## config.mk

```make
export PLATFORM = sky130hd
export DESIGN_NAME = tga_rle_decoder
export DESIGN_NICKNAME = d
export VERILOG_FILES = /design/src/sv/tga_pkg.sv /design/src/sv/tga_front.sv /design/src/sv/tga_cmdq.sv /design/src/sv/tga_back.sv /design/src/sv/tga_rle_decoder.sv
export VERILOG_INCLUDE_DIRS = /design/src /design/src/sv
export SDC_FILE = /design/constraint.sdc
export NUM_CORES = 1
export LEC_CHECK = 0
export BUFFER_PORTS_ARGS = -buffer_cell sky130_fd_sc_hd__buf_2
export CAP_MARGIN = 20
export CELL_PAD_IN_SITES_DETAIL_PLACEMENT = 1
export CELL_PAD_IN_SITES_GLOBAL_PLACEMENT = 2
export CORE_UTILIZATION = 35
export CTS_BUF_LIST = sky130_fd_sc_hd__clkbuf_16
export DETAILED_ROUTE_END_ITERATION = 16
export GPL_TIMING_DRIVEN = 0
export PLACE_DENSITY_LB_ADDON = 0.1
export SLEW_MARGIN = 20
export SYNTH_ARGS = -nofsm -noshare
export SYNTH_HDL_FRONTEND = slang
export SYNTH_SLANG_ARGS = --single-unit
```

## constraint.sdc

```tcl
create_clock -name clk -period 4.79 [get_ports clk]
set_clock_uncertainty 0.1 [all_clocks]
set_input_delay 1.1975 -clock clk [delete_from_list [all_inputs] [get_ports clk]]
set_output_delay 1.1975 -clock clk [all_outputs]
set_load 0.05 [all_outputs]
```

## src/sv/tga_rle_decoder_macros.svh

```systemverilog
// Assertion macros shared by the Targa run-length decoder modules.
// Depends on nothing; the asserting modules provide clk and rst_n.
`ifndef TGA_RLE_DECODER_MACROS_SVH
`define TGA_RLE_DECODER_MACROS_SVH
`ifndef SYNTH
`define TGA_ASSERT_CLK(lbl, ck, rn, prop, msg) \
    lbl: assert property (@(posedge ck) disable iff (!rn) prop) else $error(msg);
`define TGA_ASSERT(lbl, prop, msg) `TGA_ASSERT_CLK(lbl, clk, rst_n, prop, msg)
`else
`define TGA_ASSERT_CLK(lbl, ck, rn, prop, msg)
`define TGA_ASSERT(lbl, prop, msg)
`endif
`endif

```

## src/sv/tga_pkg.sv

```systemverilog
// Types and constants for the Targa run-length decoder.
// Used by every module of the decoder; depends on nothing.
`timescale 1ns / 1ps

package tga_pkg;

    localparam int unsigned PIX_W   = 32;
    localparam int unsigned BYTE_W  = 8;
    localparam int unsigned CNT_W   = 8;
    localparam int unsigned BPP_W   = 3;
    localparam int unsigned CFG_IDX_W = 1;

    // Header byte fields.
    localparam logic [6:0] COUNT_MASK = 7'h7F;
    localparam int unsigned RUN_BIT = 7;

    // Pixel size code that selects four-byte pixels; anything else means three.
    localparam logic [BPP_W-1:0] WIDE_PIXEL = 3'd4;

    // Configuration register indexes.
    localparam logic [CFG_IDX_W-1:0] CFG_BYTES_PER_PIXEL = 1'b0;
    localparam logic [CFG_IDX_W-1:0] CFG_PIXEL_COUNT     = 1'b1;

    // One decoded pixel together with its clipped repeat count.
    typedef struct packed {
        logic [PIX_W-1:0] pix;
        logic [CNT_W-1:0] count;
        logic             done;
    } cmd_t;

endpackage

```

## src/sv/tga_front.sv

```systemverilog
// Front end of the Targa decoder: configuration, header parsing and pixel assembly.
// Depends on tga_pkg; produces one command per completed pixel.
`timescale 1ns / 1ps

module tga_front
    import tga_pkg::*;
(
    input  logic                 clk,
    input  logic                 rst_n,
    input  logic                 cfg_we,
    input  logic [CFG_IDX_W-1:0] cfg_index,
    input  logic [PIX_W-1:0]     cfg_data,
    input  logic                 in_valid,
    output logic                 in_ready,
    input  logic [BYTE_W-1:0]    in_byte,
    input  logic                 q_full,
    output logic                 q_push,
    output cmd_t                 q_data
);

    logic [BPP_W-1:0]  bpp_reg, bpp_next;
    logic [PIX_W-1:0]  pcount_reg, pcount_next;
    logic [CNT_W-1:0]  left_reg, left_next;
    logic              run_reg, run_next;
    logic [1:0]        bidx_reg, bidx_next;
    logic [PIX_W-1:0]  acc_reg, acc_next;
    logic [PIX_W-1:0]  emitted_reg, emitted_next;
    logic              done_reg, done_next;

    logic              accept;
    logic              wide;
    logic [PIX_W:0]    diff;
    logic [PIX_W-1:0]  avail;
    logic              img_full;
    logic [PIX_W-1:0]  acc_or;
    logic [2:0]        bidx_inc;
    logic [2:0]        size;
    logic [CNT_W-1:0]  n_raw;
    logic              avail_small;
    logic              clip;

    assign in_ready = !q_full;
    assign accept   = in_valid && in_ready;
    assign wide     = (bpp_reg == WIDE_PIXEL);
    assign size     = wide ? 3'd4 : 3'd3;
    assign bidx_inc = {1'b0, bidx_reg} + 3'd1;

    // Room left in the image; the borrow bit means it is already overfull.
    assign diff     = {1'b0, pcount_reg} - {1'b0, emitted_reg};
    assign avail    = diff[PIX_W-1:0];
    assign img_full = diff[PIX_W] || (avail == '0);

    assign n_raw       = run_reg ? left_reg : CNT_W'(1);
    assign avail_small = (avail[PIX_W-1:CNT_W] == '0);
    assign clip        = avail_small && (avail[CNT_W-1:0] < n_raw);

    always_comb
    begin
        acc_or = acc_reg;
        unique case (bidx_reg)
            2'd0: acc_or[7:0]   = acc_reg[7:0]   | in_byte;
            2'd1: acc_or[15:8]  = acc_reg[15:8]  | in_byte;
            2'd2: acc_or[23:16] = acc_reg[23:16] | in_byte;
            2'd3: acc_or[31:24] = acc_reg[31:24] | in_byte;
            default: acc_or = acc_reg;
        endcase
    end

    always_comb
    begin
        bpp_next     = bpp_reg;
        pcount_next  = pcount_reg;
        left_next    = left_reg;
        run_next     = run_reg;
        bidx_next    = bidx_reg;
        acc_next     = acc_reg;
        emitted_next = emitted_reg;
        done_next    = done_reg;
        q_push       = 1'b0;
        q_data.pix   = wide ? acc_or : {8'h00, acc_or[23:0]};
        q_data.count = clip ? avail[CNT_W-1:0] : n_raw;
        q_data.done  = avail_small && (avail[CNT_W-1:0] <= n_raw);

        if (cfg_we)
        begin
            unique case (cfg_index)
                CFG_BYTES_PER_PIXEL: bpp_next    = cfg_data[BPP_W-1:0];
                CFG_PIXEL_COUNT:     pcount_next = cfg_data;
                default:             bpp_next    = bpp_reg;
            endcase
        end

        if (accept && !done_reg)
        begin
            priority if (img_full)
            begin
                done_next = 1'b1;
            end
            else if (left_reg == '0)
            begin
                left_next = {1'b0, in_byte[6:0] & COUNT_MASK} + CNT_W'(1);
                run_next  = in_byte[RUN_BIT];
                bidx_next = 2'd0;
                acc_next  = '0;
            end
            else if (bidx_inc < size)
            begin
                bidx_next = bidx_inc[1:0];
                acc_next  = acc_or;
            end
            else
            begin
                bidx_next    = 2'd0;
                acc_next     = '0;
                left_next    = run_reg ? '0 : left_reg - CNT_W'(1);
                // A clipped count lands exactly on the image size.
                emitted_next = clip ? pcount_reg : emitted_reg + PIX_W'(n_raw);
                done_next    = q_data.done;
                q_push       = 1'b1;
            end
        end
    end

    always_ff @(posedge clk or negedge rst_n)
    begin
        if (!rst_n)
        begin
            bpp_reg     <= BPP_W'(3);
            pcount_reg  <= PIX_W'(1);
            left_reg    <= '0;
            run_reg     <= 1'b0;
            bidx_reg    <= 2'd0;
            acc_reg     <= '0;
            emitted_reg <= '0;
            done_reg    <= 1'b0;
        end
        else
        begin
            bpp_reg     <= bpp_next;
            pcount_reg  <= pcount_next;
            left_reg    <= left_next;
            run_reg     <= run_next;
            bidx_reg    <= bidx_next;
            acc_reg     <= acc_next;
            emitted_reg <= emitted_next;
            done_reg    <= done_next;
        end
    end

endmodule

```

## src/sv/tga_cmdq.sv

```systemverilog
// Short command queue between the decoder front and back ends.
// Depends on tga_pkg; the head entry is always entry zero.
`timescale 1ns / 1ps
`include "tga_rle_decoder_macros.svh"

module tga_cmdq
    import tga_pkg::*;
#(
    parameter int unsigned DEPTH = 2
)
(
    input  logic clk,
    input  logic rst_n,
    input  logic push,
    input  cmd_t push_data,
    input  logic pop,
    output cmd_t head,
    output logic full,
    output logic empty
);

    localparam int unsigned IDX_W = $clog2(DEPTH);
    localparam int unsigned CNT_W_Q = $clog2(DEPTH + 1);

    logic [CNT_W_Q-1:0] count_reg, count_next;
    logic [CNT_W_Q-1:0] after_pop;
    logic [IDX_W-1:0]   wr_idx;
    cmd_t               entry [DEPTH];

    assign full      = (count_reg == CNT_W_Q'(DEPTH));
    assign empty     = (count_reg == '0);
    assign head      = entry[0];
    assign after_pop = count_reg - CNT_W_Q'(pop);
    assign wr_idx    = after_pop[IDX_W-1:0];

    always_comb
    begin
        count_next = after_pop + CNT_W_Q'(push);
    end

    always_ff @(posedge clk or negedge rst_n)
    begin
        if (!rst_n)
        begin
            count_reg <= '0;
        end
        else
        begin
            count_reg <= count_next;
        end
    end

    for (genvar i = 0; i < DEPTH; i++)
    begin : g_entry
        cmd_t shift_in;
        if (i < DEPTH - 1)
        begin : g_mid
            assign shift_in = entry[i+1];
        end
        else
        begin : g_last
            assign shift_in = entry[i];
        end

        always_ff @(posedge clk)
        begin
            if (push && (wr_idx == IDX_W'(i)))
            begin
                entry[i] <= push_data;
            end
            else if (pop)
            begin
                entry[i] <= shift_in;
            end
        end
    end

    `TGA_ASSERT(a_no_overflow, push |-> (!full || pop), "push into a full command queue")
    `TGA_ASSERT(a_no_underflow, pop |-> !empty, "pop from an empty command queue")
    `TGA_ASSERT(a_count_range, count_reg <= CNT_W_Q'(DEPTH), "command queue count out of range")

endmodule

```

## src/sv/tga_back.sv

```systemverilog
// Back end of the Targa decoder: expands each command into pixel-pair beats.
// Depends on tga_pkg; drives the registered output channel.
`timescale 1ns / 1ps
`include "tga_rle_decoder_macros.svh"

module tga_back
    import tga_pkg::*;
(
    input  logic             clk,
    input  logic             rst_n,
    input  cmd_t             q_head,
    input  logic             q_empty,
    output logic             q_pop,
    output logic             out_valid,
    input  logic             out_ready,
    output logic [PIX_W-1:0] first_pixel,
    output logic [PIX_W-1:0] second_pixel,
    output logic             second_valid,
    output logic             run_end,
    output logic             image_done
);

    logic             active_reg, active_next;
    logic [CNT_W-1:0] left_reg, left_next;
    logic [PIX_W-1:0] pix_reg;
    logic             done_reg;
    logic             ov_reg, ov_next;
    logic [PIX_W-1:0] first_reg, second_reg;
    logic             sv_reg, re_reg, id_reg;

    logic advance;
    logic last;
    logic pair;

    assign advance = active_reg && (!ov_reg || out_ready);
    assign last    = (left_reg <= CNT_W'(2));
    assign pair    = (left_reg >= CNT_W'(2));
    assign q_pop   = !q_empty && (!active_reg || (advance && last));

    always_comb
    begin
        active_next = active_reg;
        left_next   = left_reg;
        if (q_pop)
        begin
            active_next = 1'b1;
            left_next   = q_head.count;
        end
        else if (advance)
        begin
            active_next = !last;
            left_next   = left_reg - CNT_W'(2);
        end
        ov_next = advance ? 1'b1 : (ov_reg && !out_ready);
    end

    always_ff @(posedge clk or negedge rst_n)
    begin
        if (!rst_n)
        begin
            active_reg <= 1'b0;
            left_reg   <= '0;
            ov_reg     <= 1'b0;
        end
        else
        begin
            active_reg <= active_next;
            left_reg   <= left_next;
            ov_reg     <= ov_next;
        end
    end

    always_ff @(posedge clk)
    begin
        if (q_pop)
        begin
            pix_reg  <= q_head.pix;
            done_reg <= q_head.done;
        end
        if (advance)
        begin
            first_reg  <= pix_reg;
            second_reg <= pair ? pix_reg : '0;
            sv_reg     <= pair;
            re_reg     <= last;
            id_reg     <= last && done_reg;
        end
    end

    assign out_valid    = ov_reg;
    assign first_pixel  = first_reg;
    assign second_pixel = second_reg;
    assign second_valid = sv_reg;
    assign run_end      = re_reg;
    assign image_done   = id_reg;

    `TGA_ASSERT(a_done_on_last, out_valid |-> (!image_done || run_end), "image_done without run_end")
    `TGA_ASSERT(a_second_zero, (out_valid && !second_valid) |-> (second_pixel == '0), "stray second pixel")
    `TGA_ASSERT(a_active_left, active_reg |-> (left_reg != '0), "active command with no pixels left")

endmodule

```

## src/sv/tga_rle_decoder.sv

```systemverilog
// Top level of the Targa run-length pixel stream decoder.
// Depends on tga_pkg, tga_front, tga_cmdq and tga_back.
`timescale 1ns / 1ps

// Channel  Direction  Handshake            Beat contents
// cfg      in         cfg_we               cfg_index, cfg_data (register write)
// in       in         in_valid / in_ready  in_byte, one stream byte
// out      out        out_valid/out_ready  two pixels, second_valid, run_end, image_done
//
// A closing run pixel gives ceil(n/2) output beats, one per cycle while out_ready is
// high; the byte stream stalls only when the command queue of QUEUE_DEPTH entries
// is full.
// Reset clears all parsing state; configuration returns to 3-byte pixels, one pixel.
// Output stalls hold the output register and back end without touching the front.

module tga_rle_decoder
    import tga_pkg::*;
#(
    parameter int unsigned QUEUE_DEPTH = 2
)
(
    input  logic                 clk,
    input  logic                 rst_n,
    input  logic                 cfg_we,
    input  logic [CFG_IDX_W-1:0] cfg_index,
    input  logic [PIX_W-1:0]     cfg_data,
    input  logic                 in_valid,
    output logic                 in_ready,
    input  logic [BYTE_W-1:0]    in_byte,
    output logic                 out_valid,
    input  logic                 out_ready,
    output logic [PIX_W-1:0]     first_pixel,
    output logic [PIX_W-1:0]     second_pixel,
    output logic                 second_valid,
    output logic                 run_end,
    output logic                 image_done
);

    // Commands carry a finished pixel with its repeat count, already cut to
    // the pixels the image still needs, and a flag for the image's last pixel.
    logic q_push;
    logic q_pop;
    logic q_full;
    logic q_empty;
    cmd_t q_in;
    cmd_t q_head;

    // The front end parses headers, assembles pixels and counts the image.
    tga_front u_front (
        .clk       (clk),
        .rst_n     (rst_n),
        .cfg_we    (cfg_we),
        .cfg_index (cfg_index),
        .cfg_data  (cfg_data),
        .in_valid  (in_valid),
        .in_ready  (in_ready),
        .in_byte   (in_byte),
        .q_full    (q_full),
        .q_push    (q_push),
        .q_data    (q_in)
    );

    // The queue lets the front keep taking bytes while a run is expanded.
    tga_cmdq #(
        .DEPTH (QUEUE_DEPTH)
    ) u_cmdq (
        .clk       (clk),
        .rst_n     (rst_n),
        .push      (q_push),
        .push_data (q_in),
        .pop       (q_pop),
        .head      (q_head),
        .full      (q_full),
        .empty     (q_empty)
    );

    // The back end turns each command into pixel-pair beats.
    tga_back u_back (
        .clk          (clk),
        .rst_n        (rst_n),
        .q_head       (q_head),
        .q_empty      (q_empty),
        .q_pop        (q_pop),
        .out_valid    (out_valid),
        .out_ready    (out_ready),
        .first_pixel  (first_pixel),
        .second_pixel (second_pixel),
        .second_valid (second_valid),
        .run_end      (run_end),
        .image_done   (image_done)
    );

endmodule

```

Word-level counts from Yosys, hierarchy flattened
Memories as Yosys holds them, arrays and structs flattened.
Index checks and enable logic that the tools add are counted.

operators by class
  bitwise gates (word level) = 11
  order comparisons = 5
  shift operators = 0
  mux-type cells = 39
  reductions and logical operators = 34
  div/mod/pow operators = 0
  $add $sub $neg = 8
  equal/unequal tests = 8
  multipliers = 0

operators by type and width
  cell                                                  number
  2-to-1 mux 32 bit                                     4
  2-to-1 mux 8 bit                                      11
  2-to-1 mux 41 bit                                     2
  subtractor 32 x 32 -> 33 bit                          1
  adder 32 x 8 -> 32 bit                                1
  zero test 32 bit                                      1
  bitwise OR 8 bit                                      4
  zero test 24 bit                                      1
  2-to-1 mux 1 bit                                      19
  logical AND 1 bit                                     11
  AND reduction 3 bit                                   3
  adder 7 x 1 -> 8 bit (second input constant)          1
  >= comparator 8 x 2 -> 1 bit (second input constant)  1
  <= comparator 8 x 2 -> 1 bit (second input constant)  1
  <= comparator 8 bit                                   1
  zero test 8 bit                                       1
  less-than comparator 8 bit                            1
  subtractor 8 x 1 -> 8 bit (second input constant)     1
  subtractor 8 x 2 -> 8 bit (second input constant)     1
  zero test 1 bit                                       7
  equality test 2 bit (second input constant)           3
  != test 2 x 1 -> 1 bit (second input constant)        3
  AND reduction 2 bit                                   3
  NOT 1 bit                                             5
  13 further kinds                                      18

word-level totals
  bits in read-only memories = 0
  bits in writable memories = 82
  input bits = 46
  logic and storage cells = 125
  register bits after elaboration = 223
  output and inout bits = 69
  bits in latches = 0
  memories = 1

memories
  name          words  width  rd ports  clocked after memory_dff  write ports  RTL line        text
  u_cmdq.entry  2      41     2         0                         2            tga_cmdq.sv:28  cmd_t entry [DEPTH];

Depth between registers and ports, before layout
Gate-level depths: netlist of the first run.

  depth in word-level cells = 12
  mapped depth = 21
  depth with buffers taken out = 17

By module
Synthesis of the first run repeated with hierarchy kept, for this count alone.

unflattened totals
  cell total of the unflattened synthesis = 1333
  area total of the unflattened synthesis = 15703.8 µm²

modules (own cells, without submodules)
  module     area each (µm²)  seq. area each (µm²)  cells each  times used
  tga_front  8496.9           2781.4                982         1
  tga_back   3891.2           3253.1                208         1
  tga_cmdq   3315.7           2512.4                143         1

Worst setup path after synthesis of the first run
OpenSTA, ideal clock, no wires.

  path kind = register -> register
  from = reg u_front.pcount_reg[0]
  to = mem u_cmdq.entry[1][0] (netlist name), enable pin
  period minus slack after synthesis = 5065 ps
  arrival = 4552 ps
  path buffers = 3
  required time = 4278 ps
  library setup time = 412 ps
  path slack = -275 ps
  cell stages (with the launch flop) = 18
  cells stage by stage = dfstp_2 -> inv_1 -> ha_1 -> fa_1 -> nand2b_1 -> a21oi_2 -> o21ai_1 -> a21oi_2 -> o21a_1 -> nor3_1 -> o211ai_2 -> nor4_4 -> a211o_1 -> buf_4 -> nor2_2 -> clkbuf_1 -> ha_1 -> clkbuf_1

RTL lines
  what                    RTL line          text
  from (decl)             tga_front.sv:22   logic [PIX_W-1:0] pcount_reg, pcount_next;
  from (signal assigned)  tga_front.sv:140  pcount_reg <= pcount_next;
  to (decl)               tga_cmdq.sv:28

==> results of run 1 <==
==> synthesized netlist by cell type, types with 33 or more instances <==
| master | instances |
|---|---|
| edfxtp_1 | 182 |
| nor2b_1 | 37 |
| ha_1 | 61 |
| nand3_1 | 33 |
| dfrtp_1 | 120 |
| o21ai_0 | 34 |
| mux2i_1 | 42 |
| clkbuf_1 | 35 |
| inv_1 | 101 |
| nor2_1 | 102 |
| nand2_1 | 121 |
| a21oi_1 | 156 |
| mux2_2 | 58 |
==> timing repair <==
item / in CTS / in global routing
setup buffers: 7 / 2
cloned: 3 / 0
pin swaps: 16 / 21
endpoints found under the setup margin: 174 / 139
resized for setup: 90 / 38
hold endpoints to repair: 0 / 0
==> logic make-up after synthesis <==
logic type,after synthesis
multiplexers,100
buffers and inverters,164
XOR/XNOR,33
AO/OA/AOI/OAI,338
AND/OR/NAND/NOR,367
flip-flops,305
adder cells (fa/ha/maj),63
==> power by group through the flow <==
stage | logic [mW] | registers (mW) | clock network, mW
6_report | 1.51 | 3.17 | 2.62
5_1_grt | 1.63 | 3.19 | 2.79
4_1_cts | 1.49 | 3.18 | 2.70
3_5_place_dp | 1.44 | 3.22 | 0
3_3_place_gp | 1.39 | 3.23 | 0
2_1_floorplan | 0.608 | 3.62 | 0
==> critical path, cell delays in order (launching register included) <==
cell and delay (ns):
dfrtp_2 0.40, inv_1 0.12, ha_1 0.29, buf_2 0.21
nand2_1 0.13, nor2_1 0.17, nand3_1 0.16, o211ai_1 0.39
buf_4 0.18, o21a_1 0.14, nor3_1 0.06, o211ai_2 0.21
nor4_4 0.06, buf_4 0.16, a211o_1 0.30, buf_6 0.12
nor2_4 0.21, ha_4 0.18, or2_4 0.15, clkbuf_8 0.19
mux2_2 0.35
==> routing by layer <==
metal  vias to the layer above  global-route usage [%]  part of all wire [%]
li1                       5255                       -                     -
met1                      5464                    28.4                    50
met2                       165                    31.0                    45
met3                        61                    3.09                   3.1
met4                         0                    5.30                   2.1
met5                         -                       0                     0
==> area by class of cell <==
class | instances | area share, %
flip-flops and latches | 305 | 46.4
multi-input cells | 901 | 35.2
well taps | 585 | 3.97
clock inverters | 30 | 0.930
inverters | 101 | 2.07
repair buffers | 125 | 4.10
clock buffers | 38 | 5.16
plain buffers | 57 | 2.15
==> final timing paths <==
path,from,to
max,u_front.emitted_reg[19],u_cmdq.entry[0][37]
min,u_cmdq.entry[0][34],u_back.pix_reg[25]
max reg2reg,u_front.emitted_reg[19],u_cmdq.entry[0][37]
min reg2reg,u_cmdq.entry[0][34],u_back.pix_reg[25]
max in group asynchronous,rst_n,u_front.acc_reg[7]
min in group asynchronous,rst_n,u_front.bpp_reg[2]
==> per-stage QoR <==
stage	setup WS, ns	power, mW	cells	utilization (%)
floorplan	0.0483	4.22	1370	-
global placement	-1.84	4.63	2064	38.5
detailed placement	-1.77	4.66	2068	38.7
CTS	-0.0193	7.37	2141	42.4
global route	0.00215	7.62	2142	42.8
finish	0.223	7.30	2142	42.8
==> metrics.md, run 1 <==
| Metric | Value |
|---|---|
| Pin count of the biggest net entering global routing | `82` |
| Footprint of the multi-input gates | `6480 um2` |
| Post-Synth Adder-Cell Area | `5.25%` |
| Crit path max fanout | `10` |
| Top_reg_cell synth | `edfxtp_1` |
| Switching share of power | `31.8%` |
| DRC violations left | `0` |
| WL final | `43.2 mm` |
| Max frequency | `219 MHz` |
| Leakage | `7.57 nW` |
| Fin nets | `1637` |
| Seq pwr share | `43.5%` |
| Peak VDD IR | `0.000297 V` |
| Post-Syn Area per Cell | `11.2 um2` |
| Most common cell after layout, fill and taps aside | `edfxtp_1` |
| Core area | `43100 um2` |
| Commonest non-fill, non-tap cells in the layout | `edfxtp_1, a21oi_1, buf_2, nand2_1, dfrtp_1` |
| DR vias | `10900` |
| Worst-margin pin slew | `0.830 ns` |
| Worst skew pair latency | `0.55 ns` |
| Clk root buf | `clkbuf_16` |
| Syn_nets | `1479` |
| All-Layer GR Usage | `19.8%` |
| FF-to-FF path depth | `20` |
| Internal power component | `4.97 mW` |
| Post-route setup TNS | `0 ns` |
| Total gr overflow | `0` |
| Worst Path Required | `4.98 ns` |
| Compound-gate portion of the synthesized area | `14.3%` |
| HP Class | `reg -> reg` |
| Clk slew on worst S/H paths | `0.06 ns` |
| CTS tree | `built` |
| Max-cap violations | `0` |
| Die width | `211 um` |
| Initial Utilization | `35.5%` |
| Max clock buf depth | `3` |
| Worst hold path depth | `0` |
| Minimum clock period | `4.57 ns` |
| R2R Setup Slk | `0.22 ns` |
| DRT iter0 DRCs | `501` |
| Final Hold Vio Count | `0` |
| Die height | `211 um` |
| Cells after Synth | `1370` |
| Largest family of logic cells by synthesized area | `compound AO/OA/AOI/OAI gates` |
| Design area | `18400 um2` |
| Post-synth top area share | `35.7%` |
| ANT nets after route | `0` |
| Io pins | `115` |
| GP Congestion | `0.846` |
| Final setup violation count | `0` |
| DRT Pass-1 Iters | `4` |
| Initial antenna violation count | `2` |
| Status | `finished, final reports clean` |
| Unrepaired setup endpoints after global routing | `no` |
| Slew Limit Fails | `0` |
| Antenna diodes | `0` |
| CTS H-Tree Depth | `2` |
| Max reg flops | `82` |
| Reg area | `8550 um2` |
| Via-per-instance ratio | `5.11` |
| Yosys top cell by area | `edfxtp_1` |
| Post-DP HPWL | `30.9 mm` |
| Critical Path Start Type | `register` |
| Slew HR | `44.2%` |
| Num CTS Buffers | `37` |
| Input/output buffers | `109` |
| Cell Area, Placed | `16700 um2` |
| Cell Area, Synth | `15300 um2` |
| Area delta synth->final | `20.5%` |
| Crit path DAT | `4.75 ns` |
| Post-synth EDFFs | `182` |
| Yosys cell types | `71` |
| First-pass GRT wire length | `67.4 mm` |
| Clock share of power | `35.9%` |
| Hold slack | `0.315 ns` |
| Simple-gate portion of the synthesized area | `11.2%` |
| Vias in the first global route | `11500` |
| Final cycle utilization of the critical path | `95.3%` |
| Share of cells above drive strength 1 | `23.4%` |
| Critical Setup Path Class | `reg -> reg` |
| Leading post-synthesis cells by cell area | `edfxtp_1, dfrtp_1, a21oi_1, ha_1, mux2_2` |
| Reg with most FFs | `u_cmdq.entry` |
| Synth warn | `0` |
| Sw power | `2.32 mW` |
| Filler instances | `4622` |
| Synthesized flop and latch total | `305` |
| Mux cell area share after synthesis | `7.02%` |
| Rows | `76` |
| Logic pwr share | `20.6%` |
| Die Area | `44500 um2` |
| CP Capture Type | `register` |
| Clock sinks | `305` |
| Pwr/cell area | `396 nW/um2` |
| Sequential area share after synthesis | `55.9%` |
| Routed len/inst | `20.2 um` |
| Xor-xnor portion of the synthesized cell area | `1.89%` |
| FFs w/ async S/R, synth | `40.3%` |
| Hold Buf Count CTS | `0` |
No activity file was read; power rests on OpenSTA's default activity.
==> run 2, diff against run 1 <==
--- a/config.mk
+++ b/config.mk
@@ -6,13 +6,14 @@
 export SDC_FILE = /design/constraint.sdc
 export NUM_CORES = 1
 export LEC_CHECK = 0
-export BUFFER_PORTS_ARGS = -buffer_cell sky130_fd_sc_hd__buf_2
 export CAP_MARGIN = 20
 export CELL_PAD_IN_SITES_DETAIL_PLACEMENT = 1
 export CELL_PAD_IN_SITES_GLOBAL_PLACEMENT = 2
+export CORE_MARGIN = 2
 export CORE_UTILIZATION = 35
 export CTS_BUF_LIST = sky130_fd_sc_hd__clkbuf_16
 export DETAILED_ROUTE_END_ITERATION = 16
+export DONT_BUFFER_PORTS = 1
 export GPL_TIMING_DRIVEN = 0
 export PLACE_DENSITY_LB_ADDON = 0.1
 export SLEW_MARGIN = 20
==> metrics.md, run 2 (synthesis results as in run 1) <==
| Metric | Value |
|---|---|
| Minimum clock period | `4.60 ns (+0.0287 ns)` |
| Fin nets | `1536 (-6.2%)` |
| Die height | `213 um (+0.95%)` |
| First-pass GRT wire length | `67.9 mm (+0.74%)` |
| Hold Buf Count CTS | `0 (unchanged)` |
| Initial antenna violation count | `1 (-1)` |
| All-Layer GR Usage | `19.8% (-0.051 points)` |
| Reg-to-reg critical path startpoint | `u_front.pcount_reg[0]` |
| Reg2reg end | `u_cmdq.entry[0][19]` |
| Final Hold Vio Count | `0 (unchanged)` |
| Max clock buf depth | `3 (unchanged)` |
| DRT iter0 DRCs | `520 (+3.8%)` |
| WL final | `43.8 mm (+1.3%)` |
| Critical Path Start Type | `register` |
| Post-DP HPWL | `31.0 mm (+0.31%)` |
| Critical Setup Path Class | `reg -> reg` |
| Num CTS Buffers | `37 (unchanged)` |
| CP Capture Type | `register` |
| Total power | `7.36 mW (+0.82%)` |
| Critical Path Max Stage Delay | `0.54 ns (+0.14 ns)` |
| DR vias | `10700 (-2.1%)` |
| Clock sinks | `305 (unchanged)` |
| Vias in the first global route | `11500 (-0.86%)` |
| Via-per-instance ratio | `5.25 (+2.7%)` |
| Die Area | `45400 um2 (+1.9%)` |
| CTS tree | `built` |
| DRC violations left | `0 (unchanged)` |
| Final cycle utilization of the critical path | `95.9% (+0.60 points)` |
| Slew HR | `41.7% (-2.5 points)` |
| Core area | `43100 um2 (unchanged)` |
| Die width | `213 um (+0.95%)` |
| Worst skew pair latency | `0.55 ns (about the same)` |
| Most common cell after layout, fill and taps aside | `edfxtp_1` |
| Rows | `76 (unchanged)` |
| Max frequency | `218 MHz (-0.62%)` |
| Leakage | `7.15 nW (-5.5%)` |
| Initial Utilization | `35.5% (unchanged)` |
| GP Congestion | `0.808 (-4.5%)` |
| CTS H-Tree Depth | `2 (unchanged)` |
| R2R Setup Slk | `0.19 ns (-0.03 ns)` |
| Routed len/inst | `21.4 um (+6.2%)` |
| Share of cells above drive strength 1 | `19.2% (-4.2 points)` |
| Crit path DAT | `4.67 ns (-0.08 ns)` |
| Filler instances | `4625 (+0.065%)` |
| Pin count of the biggest net entering global routing | `124 (+51%)` |
| Total gr overflow | `0 (unchanged)` |
| CP max-delay cell | `dfstp_2` |
| FF-to-FF path depth | `17 (-15%)` |
| Status | `finished, final reports clean` |
| ANT nets after route | `0 (unchanged)` |
| Slew Limit Fails | `0 (unchanged)` |
| Clk slew on worst S/H paths | `0.06 ns (about the same)` |
| Post-route setup TNS | `0 ns (unchanged)` |
| Reg with most FFs | `u_cmdq.entry` |
| Area delta synth->final | `17.5%` |
| Unrepaired setup endpoints after global routing | `no` |
| Peak VDD IR | `0.000253 V (-15%)` |
| Crit-path cells | `inv_2 -> ha_4 -> fa_2 -> nand2b_4 -> a21oi_4 -> buf_4 -> o21ai_2 -> a21oi_2 -> nor2_1 -> o21a_1 -> o21ai_0 -> a21oi_1 -> a211o_1 -> buf_6 -> nor2_4 -> ha_4 -> nand2b_4` |
| Clk root buf | `clkbuf_16` |
| Max reg flops | `82 (unchanged)` |
| CP Launch Point | `u_front.pcount_reg[0]` |
| Worst-margin pin slew | `0.852 ns (+0.0224 ns)` |
| Pwr/cell area | `409 nW/um2 (+3.3%)` |
| Final setup violation count | `0 (unchanged)` |
| HP Class | `in -> async` |
| Max-cap violations | `0 (unchanged)` |
| Commonest non-fill, non-tap cells in the layout | `edfxtp_1, a21oi_1, nand2_1, dfrtp_1, inv_1` |
| Crit path max fanout | `41 (+31)` |
| DRT Pass-1 Iters | `4 (unchanged)` |
| Input/output buffers | `0 (-100%)` |
| Io pins | `115 (unchanged)` |
| Worst Path Required | `4.87 ns (-0.11 ns)` |
## run 2: power by group
part / internal (mW) / total (mW) / switching (mW)
clock network: 1.66 / 2.80 / 1.13
logic: 0.345 / 0.945 / 0.600
registers: 3.06 / 3.62 / 0.554
total: 5.07 / 7.36 / 2.29
## run 2: through the flow
stage          cells  hold slack (ns)  instance area [um2]  util (%)  setup slack, ns
3_3_place_gp    1955            0.300                16000      37.2            -1.90
4_1_cts         2034            0.202                17700      41.2           0.0103
2_1_floorplan   1370            0.300                15300         -           0.0483
6_report        2043            0.237                18000      41.7            0.194
5_1_grt         2041            0.208                18000      41.7           0.0196
3_5_place_dp    1958            0.306                16100      37.4            -1.89
## run 2: layer usage
layer	GRT usage, %	vias up	part of all wire, %
li1	-	5058	-
met1	28.1	5462	49
met2	31.5	154	46
met3	3.41	42	3.2
met4	4.32	0	1.5
met5	0	-	0
## run 2: area by class of cell
type	count	area, um2	area share (%)
timing repair buffer	24	240	1.34
clock buffer	38	951	5.29
tap	585	732	4.07
clock inverter	30	260	1.45
multi-input combinational	901	6460	35.9
antenna	2	5.00	0.0278
sequential	305	8550	47.6
buffer	57	398	2.21
inverter	101	382	2.12
## run 2: how the worst max path moves through the flow
stage / to / slack, ns / cells after the start
final: u_cmdq.entry[0][19] / 0.19 / 17
after global routing: u_cmdq.entry[0][19] / 0.02 / 17
after CTS: u_cmdq.entry[0][26] / 0.01 / 22
after detailed placement: u_cmdq.entry[0][19] / -1.89 / 21
after global placement: u_cmdq.entry[0][18] / -1.90 / 20
after floorplan: u_cmdq.entry[0][28] / 0.05 / 21
## run 2: worst max-delay path, delay by kind of cell (launching register included)
kind,cells,cell delay [ns]
AO/OA/AOI/OAI,7,1.49
adder cells (fa/ha/maj),3,0.69
buffers and inverters,3,0.32
flip-flops,1,0.54
AND/OR/NAND/NOR,4,1.03
## run 2: timing repair
item                                   4_1_cts  5_1_grt
resized for setup                           80       46
setup buffers                               10        8
pin swaps                                   14       19
cloned                                       3        0
setup endpoints to repair                  188      133
endpoints found under the hold margin        0        0
==> run 3, diff against run 2 <==
--- a/config.mk
+++ b/config.mk
@@ -16,6 +16,7 @@
 export DONT_BUFFER_PORTS = 1
 export GPL_TIMING_DRIVEN = 0
 export PLACE_DENSITY_LB_ADDON = 0.1
+export RECOVER_POWER = 100
 export SLEW_MARGIN = 20
 export SYNTH_ARGS = -nofsm -noshare
 export SYNTH_HDL_FRONTEND = slang
==> constraint.sdc (replaced) <==
create_clock -name clk -period 4.79 [get_ports clk]
set_clock_uncertainty 0.1 [all_clocks]
set_input_delay 1.1975 -clock clk [delete_from_list [all_inputs] [get_ports clk]]
set_output_delay 1.1975 -clock clk [all_outputs]
set_load 0.1 [all_outputs]
==> metrics.md, run 3 (synthesis results as in run 1) <==
| Metric | Value |
|---|---|
| Crit path max fanout | `41 (unchanged)` |
| Rows | `76 (unchanged)` |
| Critical Path Start Type | `register` |
| Clk slew on worst S/H paths | `0.06 ns (about the same)` |
| Initial Utilization | `35.5% (unchanged)` |
| DR vias | `10700 (+0.25%)` |
| Via-per-instance ratio | `5.26 (+0.35%)` |
| Worst-margin pin slew | `1.57 ns (+0.719 ns)` |
| Max reg flops | `82 (unchanged)` |
| Design area | `17800 um2 (-0.92%)` |
| ANT nets after route | `0 (unchanged)` |
| Critical Setup Path Class | `reg -> reg` |
| Final Hold Vio Count | `0 (unchanged)` |
| Leakage | `7.10 nW (-0.69%)` |
| CP Capture Type | `register` |
| Worst Path Required | `4.88 ns (about the same)` |
| Cells after DPL | `1958 (unchanged)` |
| Antenna diodes | `0 (-2)` |
| Unrepaired setup endpoints after global routing | `no` |
| Reg with most FFs | `u_cmdq.entry` |
| Non-Filler Instances | `2041 (-0.098%)` |
| Total gr overflow | `0 (unchanged)` |
| Most common cell after layout, fill and taps aside | `edfxtp_1` |
| WL final | `43.7 mm (-0.12%)` |
| Final setup violation count | `0 (unchanged)` |
| GP Congestion | `0.808 (unchanged)` |
| Pwr/cell area | `437 nW/um2 (+6.8%)` |
| DRT iter0 DRCs | `535 (+2.9%)` |
| Vias in the first global route | `11500 (unchanged)` |
| All-Layer GR Usage | `19.8% (unchanged)` |
| Clock sinks | `305 (unchanged)` |
| R2R Setup Slk | `0.19 ns (about the same)` |
| Num CTS Buffers | `37 (unchanged)` |
| Initial antenna violation count | `1 (unchanged)` |
| Peak VDD IR | `0.000245 V (-3.1%)` |
| Status | `finished, violations left` |
| Fin nets | `1536 (unchanged)` |
| Die Area | `45400 um2 (unchanged)` |
| Io pins | `115 (unchanged)` |
| Area delta synth->final | `16.5%` |
| Hold slack | `0.235 ns (-0.00204 ns)` |
| Worst skew pair latency | `0.56 ns (about the same)` |
| Post-DP HPWL | `31.0 mm (unchanged)` |
| CTS H-Tree Depth | `2 (unchanged)` |
| Max frequency | `217 MHz (about the same)` |
| Max clock buf depth | `3 (unchanged)` |
| Routed len/inst | `21.4 um (about the same)` |
| Share of cells above drive strength 1 | `17.9% (-1.2 points)` |
| Clk root buf | `clkbuf_16` |
| Die height | `213 um (unchanged)` |
| DRC violations left | `0 (unchanged)` |
| Crit path DAT | `4.69 ns (+0.02 ns)` |
| CTS tree | `built` |
| HP Class | `in -> async` |
| Commonest non-fill, non-tap cells in the layout | `edfxtp_1, a21oi_1, nand2_1, dfrtp_1, inv_1` |
| Die width | `213 um (unchanged)` |
| Final cycle utilization of the critical path | `96.0% (about the same)` |
| DRT Pass-1 Iters | `4 (unchanged)` |
| Input/output buffers | `0 (unchanged)` |
| Pin count of the biggest net entering global routing | `124 (unchanged)` |
| Max-cap violations | `1 (+1)` |
| First-pass GRT wire length | `67.9 mm (unchanged)` |
| Core area | `43100 um2 (unchanged)` |
| Cell Area, Placed | `16100 um2 (unchanged)` |
| Failing checks | `max-capacitance violations, max-slew violations` |
| Slew HR | `-4.73% (-46 points)` |
| Minimum clock period | `4.60 ns (+0.00292 ns)` |
| Slew Limit Fails | `62 (+62)` |
==> run 3: power by group <==
part | switching, mW | internal [mW]
clock | 1.14 | 1.66
combinational | 0.597 | 0.324
sequential | 0.991 | 3.07
==> run 3: cell type report <==
type / count / area, um2
well taps: 585 / 732
inverters: 101 / 380
clock buffers: 38 / 951
fillers: 4638 / 25300
clock inverters: 30 / 260
repair buffers: 24 / 171
plain buffers: 57 / 355
flip-flops and latches: 305 / 8550
multi-input cells: 901 / 6410
==> run 3: per-layer routing <==
| metal | up-vias | share of wire (%) | global-route usage [%] |
|---|---|---|---|
| li1 | 5054 | - | - |
| met1 | 5478 | 49 | 28.1 |
| met2 | 165 | 46 | 31.5 |
| met3 | 46 | 3.5 | 3.41 |
| met4 | 0 | 1.6 | 4.32 |
| met5 | - | 0 | 0 |
==> run 3: worst paths after layout <==
check / start / end / depth (start not counted)
worst max-delay path: u_front.pcount_reg[0] / u_cmdq.entry[1][23] / 18
worst min-delay path: rst_n / u_front.pcount_reg[19] / 0
worst max register to register: u_front.pcount_reg[0] / u_cmdq.entry[1][23] / 18
worst min register to register: u_cmdq.entry[0][0] / u_back.done_reg / 0
max in group asynchronous: rst_n / u_front.left_reg[2] / 0
min in group clk: u_cmdq.entry[0][0] / u_back.done_reg / 0
==> run 3: what timing repair did <==
action | in CTS | in global routing
setup endpoints to repair | 188 | 133
setup buffers | 10 | 8
gates resized for setup | 80 | 46
gates cloned | 3 | 0
pin swaps | 14 | 19
hold endpoints to repair | 0 | 0
hold buffers | 0 | 0
==> run 3: worst max-delay path: stages (launching register included) <==
cell	delay (ns)
dfstp_2	0.54
inv_2	0.05
ha_4	0.15
fa_2	0.35
nand2b_4	0.18
a21oi_4	0.17
buf_4	0.14
o21ai_2	0.09
a21oi_2	0.26
nor2_1	0.07
o21a_1	0.20
o21ai_0	0.26
a21oi_1	0.21
a211o_1	0.28
buf_6	0.13
nor2_4	0.24
clkbuf_4	0.21
ha_1	0.19
buf_6	0.38
==> run 3: through the flow <==
stage	worst slack [ns]	setup TNS (ns)	power, mW	utilization [%]
after floorplan	0.0483	0	4.67	-
after global placement	-1.90	-201.49	4.95	37.2
after detailed placement	-1.89	-172.06	4.98	37.4
after CTS	0.0103	0	7.87	41.2
after global routing	0.0123	0	8.11	41.4
final	0.191	0	7.78	41.4
